--- src/rtl/rhc_pkg.sv ---
// Package for the RGB to HSV converter: default widths, fixed field widths
// and the flag bundle that travels down the divider chain.
// No dependencies.
`default_nettype none

package rhc_pkg;

  localparam int CHANNEL_BITS_DEF  = 8;
  localparam int HUE_FRAC_BITS_DEF = 6;

  // Integer part of the hue: degrees up to 359 need nine bits.
  localparam int HUE_INT_BITS = 9;
  localparam int HUE_DEGREES  = 360;
  localparam int HUE_SECTOR   = 60;

  // Saturation is always a 16-bit fraction of full scale.
  localparam int SAT_BITS = 16;

  typedef struct packed {
    logic gray;   // max equals min, so hue is forced to zero
    logic black;  // max is zero, so saturation is forced to zero
    logic neg;    // the hue numerator was negative
  } rhc_flags_t;

endpackage

`default_nettype wire

--- src/rtl/rhc_pixel_if.sv ---
// Stream interfaces for the RGB to HSV converter: one for RGB pixels in,
// one for HSV pixels out. Valid/ready handshake with payload.
// No dependencies.
`default_nettype none

interface rhc_rgb_if #(
  parameter int CHANNEL_BITS = 8
);
  logic                    valid;
  logic                    ready;
  logic [CHANNEL_BITS-1:0] red_in;
  logic [CHANNEL_BITS-1:0] green_in;
  logic [CHANNEL_BITS-1:0] blue_in;

  modport source (output valid, output red_in, output green_in, output blue_in,
                  input ready);
  modport sink   (input valid, input red_in, input green_in, input blue_in,
                  output ready);
endinterface

interface rhc_hsv_if #(
  parameter int CHANNEL_BITS = 8,
  parameter int HUE_BITS     = 15,
  parameter int SAT_BITS     = 16
);
  logic                    valid;
  logic                    ready;
  logic [HUE_BITS-1:0]     hue_out;
  logic [SAT_BITS-1:0]     saturation_out;
  logic [CHANNEL_BITS-1:0] value_out;

  modport source (output valid, output hue_out, output saturation_out,
                  output value_out, input ready);
  modport sink   (input valid, input hue_out, input saturation_out,
                  input value_out, output ready);
endinterface

`default_nettype wire

--- src/rtl/rhc_front.sv ---
// Front stage of the RGB to HSV converter: max, min, delta, hue numerator
// and the two dividends, registered. Depends on rhc_pkg.
`default_nettype none

module rhc_front
  import rhc_pkg::*;
#(
  parameter int CHANNEL_BITS  = CHANNEL_BITS_DEF,
  parameter int HUE_FRAC_BITS = HUE_FRAC_BITS_DEF,
  parameter int STEPS         = 16
) (
  input  wire logic                    clk,
  input  wire logic                    rst,
  input  wire logic                    up_valid,
  output logic                         up_ready,
  input  wire logic [CHANNEL_BITS-1:0] red,
  input  wire logic [CHANNEL_BITS-1:0] green,
  input  wire logic [CHANNEL_BITS-1:0] blue,
  output logic                         down_valid,
  input  wire logic                    down_ready,
  output logic [CHANNEL_BITS-1:0]      rem_h,
  output logic [STEPS-1:0]             acc_h,
  output logic [CHANNEL_BITS-1:0]      div_h,
  output logic [CHANNEL_BITS-1:0]      rem_s,
  output logic [STEPS-1:0]             acc_s,
  output logic [CHANNEL_BITS-1:0]      div_s,
  output rhc_flags_t                   flags,
  output logic [CHANNEL_BITS-1:0]      value
);

  localparam int CB        = CHANNEL_BITS;
  localparam int NW        = CB + 4;
  localparam int MW        = CB + 3;
  localparam int DW        = CB + STEPS;
  localparam int HUE_SCALE = HUE_SECTOR << HUE_FRAC_BITS;

  logic [CB-1:0]        hi;
  logic [CB-1:0]        lo;
  logic [CB-1:0]        delta;
  logic signed [NW-1:0] r_s;
  logic signed [NW-1:0] g_s;
  logic signed [NW-1:0] b_s;
  logic signed [NW-1:0] d_s;
  logic signed [NW-1:0] numer;
  logic [NW-1:0]        mag_full;
  logic [MW-1:0]        mag;
  logic [DW-1:0]        dividend_h;
  logic [DW-1:0]        dividend_s;
  logic                 take;

  always_comb begin
    hi = (red > green) ? red : green;
    if (blue > hi) begin
      hi = blue;
    end
    lo = (red < green) ? red : green;
    if (blue < lo) begin
      lo = blue;
    end
    delta = hi - lo;

    r_s = signed'(NW'(red));
    g_s = signed'(NW'(green));
    b_s = signed'(NW'(blue));
    d_s = signed'(NW'(delta));

    // Sector of the largest channel; red wins ties, then green.
    priority if (red == hi) begin
      numer = g_s - b_s;
    end else if (green == hi) begin
      numer = (d_s <<< 1) + b_s - r_s;
    end else begin
      numer = (d_s <<< 2) + r_s - g_s;
    end

    mag_full   = numer[NW-1] ? NW'(-numer) : NW'(numer);
    mag        = mag_full[MW-1:0];
    dividend_h = DW'(mag) * DW'(HUE_SCALE);
    dividend_s = DW'({delta, {SAT_BITS{1'b0}}}) - DW'(delta);
  end

  assign up_ready = !down_valid || down_ready;
  assign take     = up_valid && up_ready;

  always_ff @(posedge clk) begin
    if (rst) begin
      down_valid <= 1'b0;
    end else if (up_ready) begin
      down_valid <= up_valid;
    end
  end

  always_ff @(posedge clk) begin
    if (take) begin
      rem_h       <= dividend_h[DW-1:STEPS];
      acc_h       <= dividend_h[STEPS-1:0];
      div_h       <= delta;
      rem_s       <= dividend_s[DW-1:STEPS];
      acc_s       <= dividend_s[STEPS-1:0];
      div_s       <= hi;
      flags.gray  <= (delta == '0);
      flags.black <= (hi == '0);
      flags.neg   <= numer[NW-1];
      value       <= hi;
    end
  end

endmodule

`default_nettype wire

--- src/rtl/rhc_cell.sv ---
// One cell of the divider chain: a restoring step for the hue and the
// saturation quotients, with a pipeline register. Depends on rhc_pkg.
`default_nettype none

module rhc_cell
  import rhc_pkg::*;
#(
  parameter int CHANNEL_BITS = CHANNEL_BITS_DEF,
  parameter int STEPS        = 16
) (
  input  wire logic                    clk,
  input  wire logic                    rst,
  input  wire logic                    up_valid,
  output logic                         up_ready,
  input  wire logic [CHANNEL_BITS-1:0] rem_h_in,
  input  wire logic [STEPS-1:0]        acc_h_in,
  input  wire logic [CHANNEL_BITS-1:0] div_h_in,
  input  wire logic [CHANNEL_BITS-1:0] rem_s_in,
  input  wire logic [STEPS-1:0]        acc_s_in,
  input  wire logic [CHANNEL_BITS-1:0] div_s_in,
  input  wire rhc_flags_t              flags_in,
  input  wire logic [CHANNEL_BITS-1:0] value_in,
  output logic                         down_valid,
  input  wire logic                    down_ready,
  output logic [CHANNEL_BITS-1:0]      rem_h,
  output logic [STEPS-1:0]             acc_h,
  output logic [CHANNEL_BITS-1:0]      div_h,
  output logic [CHANNEL_BITS-1:0]      rem_s,
  output logic [STEPS-1:0]             acc_s,
  output logic [CHANNEL_BITS-1:0]      div_s,
  output rhc_flags_t                   flags,
  output logic [CHANNEL_BITS-1:0]      value
);

  localparam int CB = CHANNEL_BITS;

  logic [CB:0]    t_h;
  logic [CB:0]    t_s;
  logic [CB:0]    diff_h;
  logic [CB:0]    diff_s;
  logic           ge_h;
  logic           ge_s;
  logic [CB-1:0]  rem_h_next;
  logic [CB-1:0]  rem_s_next;
  logic           take;

  // Bring down the next dividend bit; the quotient bit shifts in below.
  always_comb begin
    t_h        = {rem_h_in, acc_h_in[STEPS-1]};
    t_s        = {rem_s_in, acc_s_in[STEPS-1]};
    diff_h     = t_h - {1'b0, div_h_in};
    diff_s     = t_s - {1'b0, div_s_in};
    ge_h       = (t_h >= {1'b0, div_h_in});
    ge_s       = (t_s >= {1'b0, div_s_in});
    rem_h_next = ge_h ? diff_h[CB-1:0] : t_h[CB-1:0];
    rem_s_next = ge_s ? diff_s[CB-1:0] : t_s[CB-1:0];
  end

  assign up_ready = !down_valid || down_ready;
  assign take     = up_valid && up_ready;

  always_ff @(posedge clk) begin
    if (rst) begin
      down_valid <= 1'b0;
    end else if (up_ready) begin
      down_valid <= up_valid;
    end
  end

  always_ff @(posedge clk) begin
    if (take) begin
      rem_h <= rem_h_next;
      acc_h <= {acc_h_in[STEPS-2:0], ge_h};
      div_h <= div_h_in;
      rem_s <= rem_s_next;
      acc_s <= {acc_s_in[STEPS-2:0], ge_s};
      div_s <= div_s_in;
      flags <= flags_in;
      value <= value_in;
    end
  end

endmodule

`default_nettype wire

--- src/rtl/rhc_back.sv ---
// Back stage of the RGB to HSV converter: sign and special-case fix-up of
// the quotients, and the output register. Depends on rhc_pkg.
`default_nettype none

module rhc_back
  import rhc_pkg::*;
#(
  parameter int CHANNEL_BITS  = CHANNEL_BITS_DEF,
  parameter int HUE_FRAC_BITS = HUE_FRAC_BITS_DEF,
  parameter int STEPS         = 16
) (
  input  wire logic                              clk,
  input  wire logic                              rst,
  input  wire logic                              up_valid,
  output logic                                   up_ready,
  input  wire logic [STEPS-1:0]                  quot_h,
  input  wire logic [STEPS-1:0]                  quot_s,
  input  wire rhc_flags_t                        flags,
  input  wire logic [CHANNEL_BITS-1:0]           value,
  output logic                                   down_valid,
  input  wire logic                              down_ready,
  output logic [HUE_INT_BITS+HUE_FRAC_BITS-1:0]  hue,
  output logic [SAT_BITS-1:0]                    saturation,
  output logic [CHANNEL_BITS-1:0]                value_q
);

  localparam int HW       = HUE_INT_BITS + HUE_FRAC_BITS;
  localparam int HUE_FULL = HUE_DEGREES << HUE_FRAC_BITS;

  logic [HW-1:0]       q_h;
  logic [HW-1:0]       hue_next;
  logic [SAT_BITS-1:0] sat_next;
  logic                take;

  always_comb begin
    q_h = quot_h[HW-1:0];
    // A negative hue wraps by a full turn, unless it truncated to zero.
    priority if (flags.gray) begin
      hue_next = '0;
    end else if (flags.neg && (q_h != '0)) begin
      hue_next = HW'(HUE_FULL) - q_h;
    end else begin
      hue_next = q_h;
    end
    sat_next = flags.black ? '0 : quot_s[SAT_BITS-1:0];
  end

  assign up_ready = !down_valid || down_ready;
  assign take     = up_valid && up_ready;

  always_ff @(posedge clk) begin
    if (rst) begin
      down_valid <= 1'b0;
    end else if (up_ready) begin
      down_valid <= up_valid;
    end
  end

  always_ff @(posedge clk) begin
    if (take) begin
      hue        <= hue_next;
      saturation <= sat_next;
      value_q    <= value;
    end
  end

endmodule

`default_nettype wire

--- src/rtl/rgb_to_hsv_converter.sv ---
// Top level of the RGB to HSV converter: front stage, divider chain of
// cells and back stage. Depends on rhc_pkg, the stream interfaces and
// rhc_front, rhc_cell and rhc_back.
//
// The converter takes one RGB pixel per transaction and returns its HSV form
// in one transaction, in stream order. It accepts a new pixel on every clock
// cycle unless the output stalls, and so sustains one pixel per cycle.
// A pixel passes the front register, each cell of the divider chain and the
// back register in turn. STEPS, the larger of 9 + HUE_FRAC_BITS and 16, is
// the width of both quotients. Each cell works out one quotient bit of the
// hue division and one of the saturation division. Every stage has its own
// valid bit and ready is derived stage by stage, so empty stages are filled
// while a finished result waits at the output. Hue is in degrees with
// HUE_FRAC_BITS fraction bits, truncated toward zero, with a negative hue
// wrapped by a full turn; a grey pixel gives hue zero. Saturation is
// delta * 65535 / max, truncated, and zero for a black pixel. Value is the
// largest channel. There are no configuration registers and no state is
// carried from one pixel to the next.
`default_nettype none

module rgb_to_hsv_converter
  import rhc_pkg::*;
#(
  parameter int CHANNEL_BITS  = CHANNEL_BITS_DEF,
  parameter int HUE_FRAC_BITS = HUE_FRAC_BITS_DEF
) (
  input wire logic clk,
  input wire logic rst,
  rhc_rgb_if.sink  rgb,
  rhc_hsv_if.source hsv
);

  localparam int CB     = CHANNEL_BITS;
  localparam int HW     = HUE_INT_BITS + HUE_FRAC_BITS;
  // Both quotients fit in STEPS bits, so one chain serves the two divisions.
  localparam int STEPS  = (HW > SAT_BITS) ? HW : SAT_BITS;

  // Stage k of these arrays is the register set feeding cell k; stage 0 is
  // the front register and stage STEPS feeds the back stage.
  logic             st_valid [STEPS+1];
  logic             st_ready [STEPS+1];
  logic [CB-1:0]    st_rem_h [STEPS+1];
  logic [STEPS-1:0] st_acc_h [STEPS+1];
  logic [CB-1:0]    st_div_h [STEPS+1];
  logic [CB-1:0]    st_rem_s [STEPS+1];
  logic [STEPS-1:0] st_acc_s [STEPS+1];
  logic [CB-1:0]    st_div_s [STEPS+1];
  rhc_flags_t       st_flags [STEPS+1];
  logic [CB-1:0]    st_value [STEPS+1];

  rhc_front #(
    .CHANNEL_BITS  (CHANNEL_BITS),
    .HUE_FRAC_BITS (HUE_FRAC_BITS),
    .STEPS         (STEPS)
  ) u_front (
    .clk        (clk),
    .rst        (rst),
    .up_valid   (rgb.valid),
    .up_ready   (rgb.ready),
    .red        (rgb.red_in),
    .green      (rgb.green_in),
    .blue       (rgb.blue_in),
    .down_valid (st_valid[0]),
    .down_ready (st_ready[0]),
    .rem_h      (st_rem_h[0]),
    .acc_h      (st_acc_h[0]),
    .div_h      (st_div_h[0]),
    .rem_s      (st_rem_s[0]),
    .acc_s      (st_acc_s[0]),
    .div_s      (st_div_s[0]),
    .flags      (st_flags[0]),
    .value      (st_value[0])
  );

  for (genvar k = 0; k < STEPS; k++) begin : g_cell
    rhc_cell #(
      .CHANNEL_BITS (CHANNEL_BITS),
      .STEPS        (STEPS)
    ) u_cell (
      .clk        (clk),
      .rst        (rst),
      .up_valid   (st_valid[k]),
      .up_ready   (st_ready[k]),
      .rem_h_in   (st_rem_h[k]),
      .acc_h_in   (st_acc_h[k]),
      .div_h_in   (st_div_h[k]),
      .rem_s_in   (st_rem_s[k]),
      .acc_s_in   (st_acc_s[k]),
      .div_s_in   (st_div_s[k]),
      .flags_in   (st_flags[k]),
      .value_in   (st_value[k]),
      .down_valid (st_valid[k+1]),
      .down_ready (st_ready[k+1]),
      .rem_h      (st_rem_h[k+1]),
      .acc_h      (st_acc_h[k+1]),
      .div_h      (st_div_h[k+1]),
      .rem_s      (st_rem_s[k+1]),
      .acc_s      (st_acc_s[k+1]),
      .div_s      (st_div_s[k+1]),
      .flags      (st_flags[k+1]),
      .value      (st_value[k+1])
    );
  end

  // After the last cell the accumulators hold the two quotients.
  rhc_back #(
    .CHANNEL_BITS  (CHANNEL_BITS),
    .HUE_FRAC_BITS (HUE_FRAC_BITS),
    .STEPS         (STEPS)
  ) u_back (
    .clk        (clk),
    .rst        (rst),
    .up_valid   (st_valid[STEPS]),
    .up_ready   (st_ready[STEPS]),
    .quot_h     (st_acc_h[STEPS]),
    .quot_s     (st_acc_s[STEPS]),
    .flags      (st_flags[STEPS]),
    .value      (st_value[STEPS]),
    .down_valid (hsv.valid),
    .down_ready (hsv.ready),
    .hue        (hsv.hue_out),
    .saturation (hsv.saturation_out),
    .value_q    (hsv.value_out)
  );

endmodule

`default_nettype wire

--- src/flat_wrapper.sv ---
// flat-port wrapper written by rule: the top's interface ports become plain ports
module rgb_to_hsv_converter_flat import rhc_pkg::*;
#(
  parameter int CHANNEL_BITS  = CHANNEL_BITS_DEF,
  parameter int HUE_FRAC_BITS = HUE_FRAC_BITS_DEF
)
  (clk, rst, rgb_valid, rgb_red_in, rgb_green_in, rgb_blue_in, rgb_ready, hsv_valid, hsv_hue_out, hsv_saturation_out, hsv_value_out, hsv_ready);
  rhc_rgb_if #(.CHANNEL_BITS(CHANNEL_BITS)) rgb_i ();
  rhc_hsv_if #(.CHANNEL_BITS(CHANNEL_BITS)) hsv_i ();
  input wire logic clk;
  input wire logic rst;
  input wire logic [$bits(rgb_i.valid)-1:0] rgb_valid;
  input wire logic [$bits(rgb_i.red_in)-1:0] rgb_red_in;
  input wire logic [$bits(rgb_i.green_in)-1:0] rgb_green_in;
  input wire logic [$bits(rgb_i.blue_in)-1:0] rgb_blue_in;
  output wire logic [$bits(rgb_i.ready)-1:0] rgb_ready;
  output wire logic [$bits(hsv_i.valid)-1:0] hsv_valid;
  output wire logic [$bits(hsv_i.hue_out)-1:0] hsv_hue_out;
  output wire logic [$bits(hsv_i.saturation_out)-1:0] hsv_saturation_out;
  output wire logic [$bits(hsv_i.value_out)-1:0] hsv_value_out;
  input wire logic [$bits(hsv_i.ready)-1:0] hsv_ready;
  assign rgb_i.valid = rgb_valid;
  assign rgb_i.red_in = rgb_red_in;
  assign rgb_i.green_in = rgb_green_in;
  assign rgb_i.blue_in = rgb_blue_in;
  assign rgb_ready = rgb_i.ready;
  assign hsv_valid = hsv_i.valid;
  assign hsv_hue_out = hsv_i.hue_out;
  assign hsv_saturation_out = hsv_i.saturation_out;
  assign hsv_value_out = hsv_i.value_out;
  assign hsv_i.ready = hsv_ready;
  rgb_to_hsv_converter #(.CHANNEL_BITS(CHANNEL_BITS), .HUE_FRAC_BITS(HUE_FRAC_BITS)) u_core (.clk(clk), .rst(rst), .rgb(rgb_i), .hsv(hsv_i));
endmodule
--- config.mk ---
export PLATFORM = sky130hd
export DESIGN_NAME = rgb_to_hsv_converter_flat
export DESIGN_NICKNAME = d
export VERILOG_FILES = /design/src/rtl/rhc_pkg.sv /design/src/rtl/rhc_pixel_if.sv /design/src/rtl/rhc_front.sv /design/src/rtl/rhc_cell.sv /design/src/rtl/rhc_back.sv /design/src/rtl/rgb_to_hsv_converter.sv /design/src/flat_wrapper.sv
export SDC_FILE = /design/constraint.sdc
export NUM_CORES = 2
export LEC_CHECK = 0
export ABC_AREA = 1
export BUFFER_PORTS_ARGS = -buffer_cell sky130_fd_sc_hd__buf_2
export CAP_MARGIN = 20
export CORE_MARGIN = 4
export CORE_UTILIZATION = 30
export CTS_CLUSTER_SIZE = 10
export DETAILED_ROUTE_END_ITERATION = 8
export GPL_TIMING_DRIVEN = 0
export PLACE_DENSITY_LB_ADDON = 0.05
export SYNTH_ARGS = -nofsm -noshare
export SYNTH_HDL_FRONTEND = slang
export SYNTH_HIERARCHICAL = 1
export SYNTH_SLANG_ARGS = --single-unit
export TNS_END_PERCENT = 50
--- constraint.sdc ---
create_clock -name clk -period 9.7 [get_ports clk]
set_input_delay 0.97 -clock clk [delete_from_list [all_inputs] [get_ports clk]]
set_output_delay 0.97 -clock clk [all_outputs]
set_load 0.02 [all_outputs]
After elaboration in Yosys (flattened, before gate mapping)
Cells that the tools add are included.
Widths: inputs -> output; s select.
{"block": "totals", "reg_bits": 1062, "output_inout_bits": 41, "wordCells": 352}
{"block": "classes", "add_sub_neg": 39, "n_mul": 1, "magnitude_cmp": 36, "eq_ne": 2, "muxes": 38, "reduce_logical": 58}
{"op": "$ge 9x8->1", "n": 31}
{"op": "$mux 8", "n": 34}
{"op": "$sub 8x8->8", "n": 31}
{"op": "$mux 12", "n": 2}
{"op": "$sub 24x8->24", "n": 1}
{"op": "$logic_and 1x1->1", "n": 19}
{"op": "$logic_not 1->1", "n": 18}
{"op": "$logic_or 1x1->1", "n": 18}
{"op": "$eq 8x8->1", "n": 2}
{"op": "$gt 8x8->1", "n": 2}
{"op": "$logic_not 8->1", "n": 2}
{"op": "$lt 8x8->1", "n": 2}
{"op": "$mul 11x4->15 const B", "n": 1}
{"op": "$mux 15", "n": 1}
{"op": "$reduce_bool 15->1", "n": 1}
{"op": "$sub 15x15->15 const A", "n": 1}
{"op": "$sub 11x8->12", "n": 1}
{"op": "$add 10x8->11", "n": 1}
{"op": "$mux 11", "n": 1}
{"op": "$neg 11->11", "n": 1}
{"op": "$sub 10x8->11", "n": 1}
{"op": "$add 9x8->10", "n": 1}
{"op": "$sub 8x8->9", "n": 1}
{"op": "$ge 8x8->1", "n": 1}

Longest topological paths before layout
{"block": "depth", "word_depth": 20, "depth_mapped": 64, "depth_no_buf": 62}

By module
Netlist, hierarchy kept.
{"mod": "rhc_cell at u_core.g_cell[14].u_cell ...", "n_inst": 8, "cells_per_inst": 297, "area_each_um2": 3450.8}
{"mod": "rhc_cell at u_core.g_cell[0].u_cell ...", "n_inst": 7, "cells_per_inst": 298, "area_each_um2": 3602.2}
{"mod": "rhc_front", "n_inst": 1, "cells_per_inst": 915, "area_each_um2": 7086.8}
{"mod": "rhc_cell at u_core.g_cell[13].u_cell", "n_inst": 1, "cells_per_inst": 302, "area_each_um2": 3475.8}
{"mod": "rhc_back", "n_inst": 1, "cells_per_inst": 203, "area_each_um2": 1911.8}

Worst setup path after synthesis
No wires, ideal clock.
{"block": "synth_path", "path_kind": "input -> register", "from": "input rgb_red_in[0]", "to": "register u_core.u_front.rem_h[6], data pin", "arrival_ps": 9753, "required_ps": 9442, "setup_slack_ps": -311, "stages": 58, "n_path_buf": 3, "path_cell_list": "inv_1 ha_1 fa_1 inv_1 nand3_1 nand2_1 nand2_1 nand2_2 nand2_2 clkbuf_1 o21ai_0 inv_1 ha_1 nand2_1 nor2_1 nand3_1 nand3b_2 buf_2 [... 22 more ...] o21ai_1 xor2_1 fa_1 fa_1 inv_1 ha_1 nand2_1 o21ai_0 a21oi_1 inv_1 a21oi_1 o21ai_0 nand3_1 nand2_1 a21oi_1 nor2_1 nor2_1 xnor2_1"}
{"block": "synth_via", "word_cells_on_any_way": 20}
{"element": "from (decl)", "line": "flat_wrapper.sv:13", "text": "input wire logic [$bits(rgb_i.red_in)-1:0] rgb_red_in;"}
{"element": "$gt 8x8->1 or $lt 8x8->1 (tied branches)", "line": "rhc_front.sv:52, rhc_front.sv:56"}
{"element": "$mux 8 (on tied branches)", "line": "rhc_front.sv:52, rhc_front.sv:56"}
{"element": "$gt 8x8->1 or $lt 8x8->1 (tied branches)", "line": "rhc_front.sv:53, rhc_front.sv:57"}
{"element": "$mux 8 (on tied branches)", "line": "rhc_front.sv:53, rhc_front.sv:57"}
{"element": "$sub 8x8->8 (*)", "line": "rhc_front.sv:60", "text": "delta = hi - lo;"}
{"element": "named net u_core.u_front.delta[2]", "line": "rhc_front.sv:39", "text": "logic [CB-1:0] delta;"}
{"element": "$add 10x8->11 or $add 9x8->10 (tied branches)", "line": "rhc_front.sv:73, rhc_front.sv:71"}
{"element": "$sub 11x8->12 or $sub 10x8->11 (tied branches)", "line": "rhc_front.sv:73, rhc_front.sv:71"}
{"element": "$mux 12 (*)", "line": "rhc_front.sv:70", "text": "end else if (green == hi) begin"}
{"element": "$mux 12 (*)", "line": "rhc_front.sv:68", "text": "priority if (red == hi) begin"}
{"element": "named net u_core.u_front.numer[11]", "line": "rhc_front.sv:44", "text": "logic signed [NW-1:0] numer;"}
{"element": "$mux 11 (*)", "line": "rhc_front.sv:76", "text": "mag_full = numer[NW-1] ? NW'(-numer) : NW'(numer);"}
{"element": "$mul 11x4->15 (*)", "line": "rhc_front.sv:78", "text": "dividend_h = DW'(mag) * DW'(HUE_SCALE);"}
{"element": "named net u_core.u_front.dividend_h[22]", "line": "rhc_front.sv:47", "text": "logic [DW-1:0] dividend_h;"}
{"element": "to (signal assigned)", "line": "rhc_front.sv:95", "text": "rem_h <= dividend_h[DW-1:STEPS];"}
{"element": "to (decl)", "line": "rhc_front.sv:21", "text": "output logic [CHANNEL_BITS-1:0] rem_h,"}
Mark *: on every way through the listed nets, which the timed path passes. The rest lies on a longest branch.
A chain may end at the register's enable or synchronous reset.

Worst setup path in the final report
{"block": "layout_path", "from": "input rgb_red_in[0]", "to": "register u_core.u_front.rem_h[5], data pin"}
The elaborated chain is that of the path after synthesis.

==> flow_summary.ini <==
[run_status]
run_status = finished clean

[power_and_ir_drop]
p_per_area_nw_per_um2 = 335
p_leak_uw = 0.0309
switchingPower_uw = 9240
p_seq_share_pct = 28.5
swShare_pct = 37.4
p_int_uw = 15500
ir_worst_vdd_uv = 2470
total_power_uw = 24700
power_frac_comb_pct = 49.6
clockPowerShare_pct = 21.9

[floorplan]
io_pins = 69
initial_core_util_pct = 30.2
core_area_um2 = 210000
die_x_um = 467
die_y_um = 467
dieArea_um2 = 218000
placementRows = 168

[setup_path]
path_buf_inv = 10
cp.arrival_ns = 9.77
regToRegSetupSlack_ns = 4.86
cp-start-kind = input pin
path_common_cell = nand2_1
crit_type = in2reg
rr_startpoint = u_core/u_back/down_valid
cp-end-kind = flip-flop
r2r_end = u_core/u_front/div_h[3]
ff2ff_path_depth = 37
critPathMaxFanout = 10
critPathTopFamily = adder cells
crit_slowest_cell = fa_1
cpPeakStageDelay_ns = 0.60
cp.required_ns = 10.23

[clock_tree]
cts_tree = built
clock_sinks = 1265
cts.reportedPaths.clkPinSlew_ns = 0.06
clockBufferDepth = 3
cts_root_buffer = clkbuf_16
htreeDepth = 4
numCtsBuffers = 159
ctsHoldBuffers = 0
clk_latency_ns = 0.77

[placement]
place_hpwl_um = 99200
dp.cells = 8638
gp_congestion = 0.821
port_buffers = 68

[routing]
dr.pass1.iters = 5
drt_iter0_markers = 1604
drc = 0
ant_nets = 0
vias_per_cell = 4.23
wirelength_um = 131000
vias = 37700
drt-wirelength-per-cell_um = 14.7

[synthesis]
synth_area_per_cell_um2 = 11.1
syn-cell-area_um2 = 63300
netlist_instances = 5714
ys_warn_count = 6

[timing]
hold_violations = 0
fmax_mhz = 108
finClkSkew_ns = 0.0296
slew-limit-headroom_pct = 37.7
setup-violations-final = 0
tightest_slew_ns = 0.932
min_period_ns = 9.24
drv_slew = 0
hold_slack_ns = 0.395
timing.setup.tns_ns = 0
final.period_utilization_pct = 95.3

[final_layout]
syn_to_final_growth_pct = 16.4
fin_util_pct = 35.1
drive_gt1_share_pct = 15.8
nNetsFinal = 6447
multi_input_area_um2 = 21800
fillCellCount = 21000
fin_cells = 8914
layout.area.seq_um2 = 37800

[global_routing]
grt_pass1_vias = 39200
grt_max_degree = 29
antenna_found_initial = 5
track_usage_pct = 12.2
grt_overflow = 0
grt_pass1_wl_um = 214000

[worst_hold_path]
worstHoldStart = u_core/g_cell[7].u_cell/value[7]
hold_depth = 0
whs_endpoint = u_core/g_cell[8].u_cell/value[7]
holdCritPathClass = reg2reg

[flow_run]
maxCapViolCount = 0
[power by group through the flow]
stage / clock network, uW / logic, uW / registers, uW
final: 5400 / 12200 / 7050
after global routing: 5910 / 14100 / 7060
after CTS: 5690 / 11200 / 7060
after detailed placement: 0 / 10200 / 7160
after global placement: 0 / 10200 / 7180
after floorplan: 0 / 8170 / 7080
[metrics by stage]
| step | worst slack, ns | instance area [um^2] |
|---|---|---|
| floorplan | 0.0537 | 63300 |
| global placement | -2.11 | 67200 |
| detailed placement | -2.11 | 68300 |
| CTS | 0.0118 | 73200 |
| global route | -0.0297 | 73700 |
| finish | 0.459 | 73700 |
[flip-flops by register name, summed over array words and instances (netlist names), 8 cells and up]
register / flops
u_core/g_cell.u_cell/flags: 48
u_core/g_cell.u_cell/div_s: 120
u_core/u_back/value_q: 8
u_core/u_front/value: 8
u_core/g_cell.u_cell/acc_s: 256
u_core/u_front/acc_s: 14
u_core/g_cell.u_cell/rem_s: 120
u_core/g_cell.u_cell/rem_h: 120
u_core/g_cell.u_cell/value: 128
u_core/u_front/acc_h: 8
u_core/u_front/rem_s: 8
u_core/u_back/hue: 15
u_core/u_back/saturation: 16
u_core/g_cell.u_cell/down_valid: 16
u_core/g_cell.u_cell/div_h: 120
u_core/g_cell.u_cell/acc_h: 240
u_core/u_front/div_h: 8
[metal layers]
layer	GRT usage, %	wire length (um)
met4	3.61	2970
met2	20.4	62200
met1	16.2	61200
met5	0	0
met3	2.17	4300
[what timing repair did]
action,4_1_cts,5_1_grt
hold endpoints to repair,0,0
gates resized for setup,40,76
pin swaps,11,30
buffers inserted,8,16
setup endpoints to repair,10,7
[how the worst max path moves through the flow]
stage / startpoint / end / cells after the start
after floorplan: rgb_red_in[0] / u_core/u_front/rem_h[5] / 56
after global placement: rgb_green_in[7] / u_core/u_front/rem_h[5] / 55
after detailed placement: rgb_green_in[7] / u_core/u_front/rem_h[6] / 58
after CTS: rgb_red_in[0] / u_core/u_front/rem_h[6] / 58
after global routing: rgb_red_in[0] / u_core/u_front/rem_h[5] / 55
final: rgb_red_in[0] / u_core/u_front/rem_h[5] / 54
[cells in the final DEF (no fill, tap or decap), drive strengths merged, types with 67 or more instances in the layout]
cell and instances:
clkbuf 204, edfxtp 1247, xor2 98, ha 337, nand4 67, inv 963, nand3 514, a21oi 236
buf 206, nand2 1670, nor2 226
[cell type report]
type	instances	area share, %
well taps	2805	4.76
multi-input cells	3408	29.6
diodes	1	0.00340
repair buffers	135	1.90
plain buffers	76	1.02
clock inverters	52	0.763
flip-flops and latches	1265	51.3
clock buffers	199	5.65
inverters	973	5.01
Note: power is estimated with default switching activity, not from simulation.
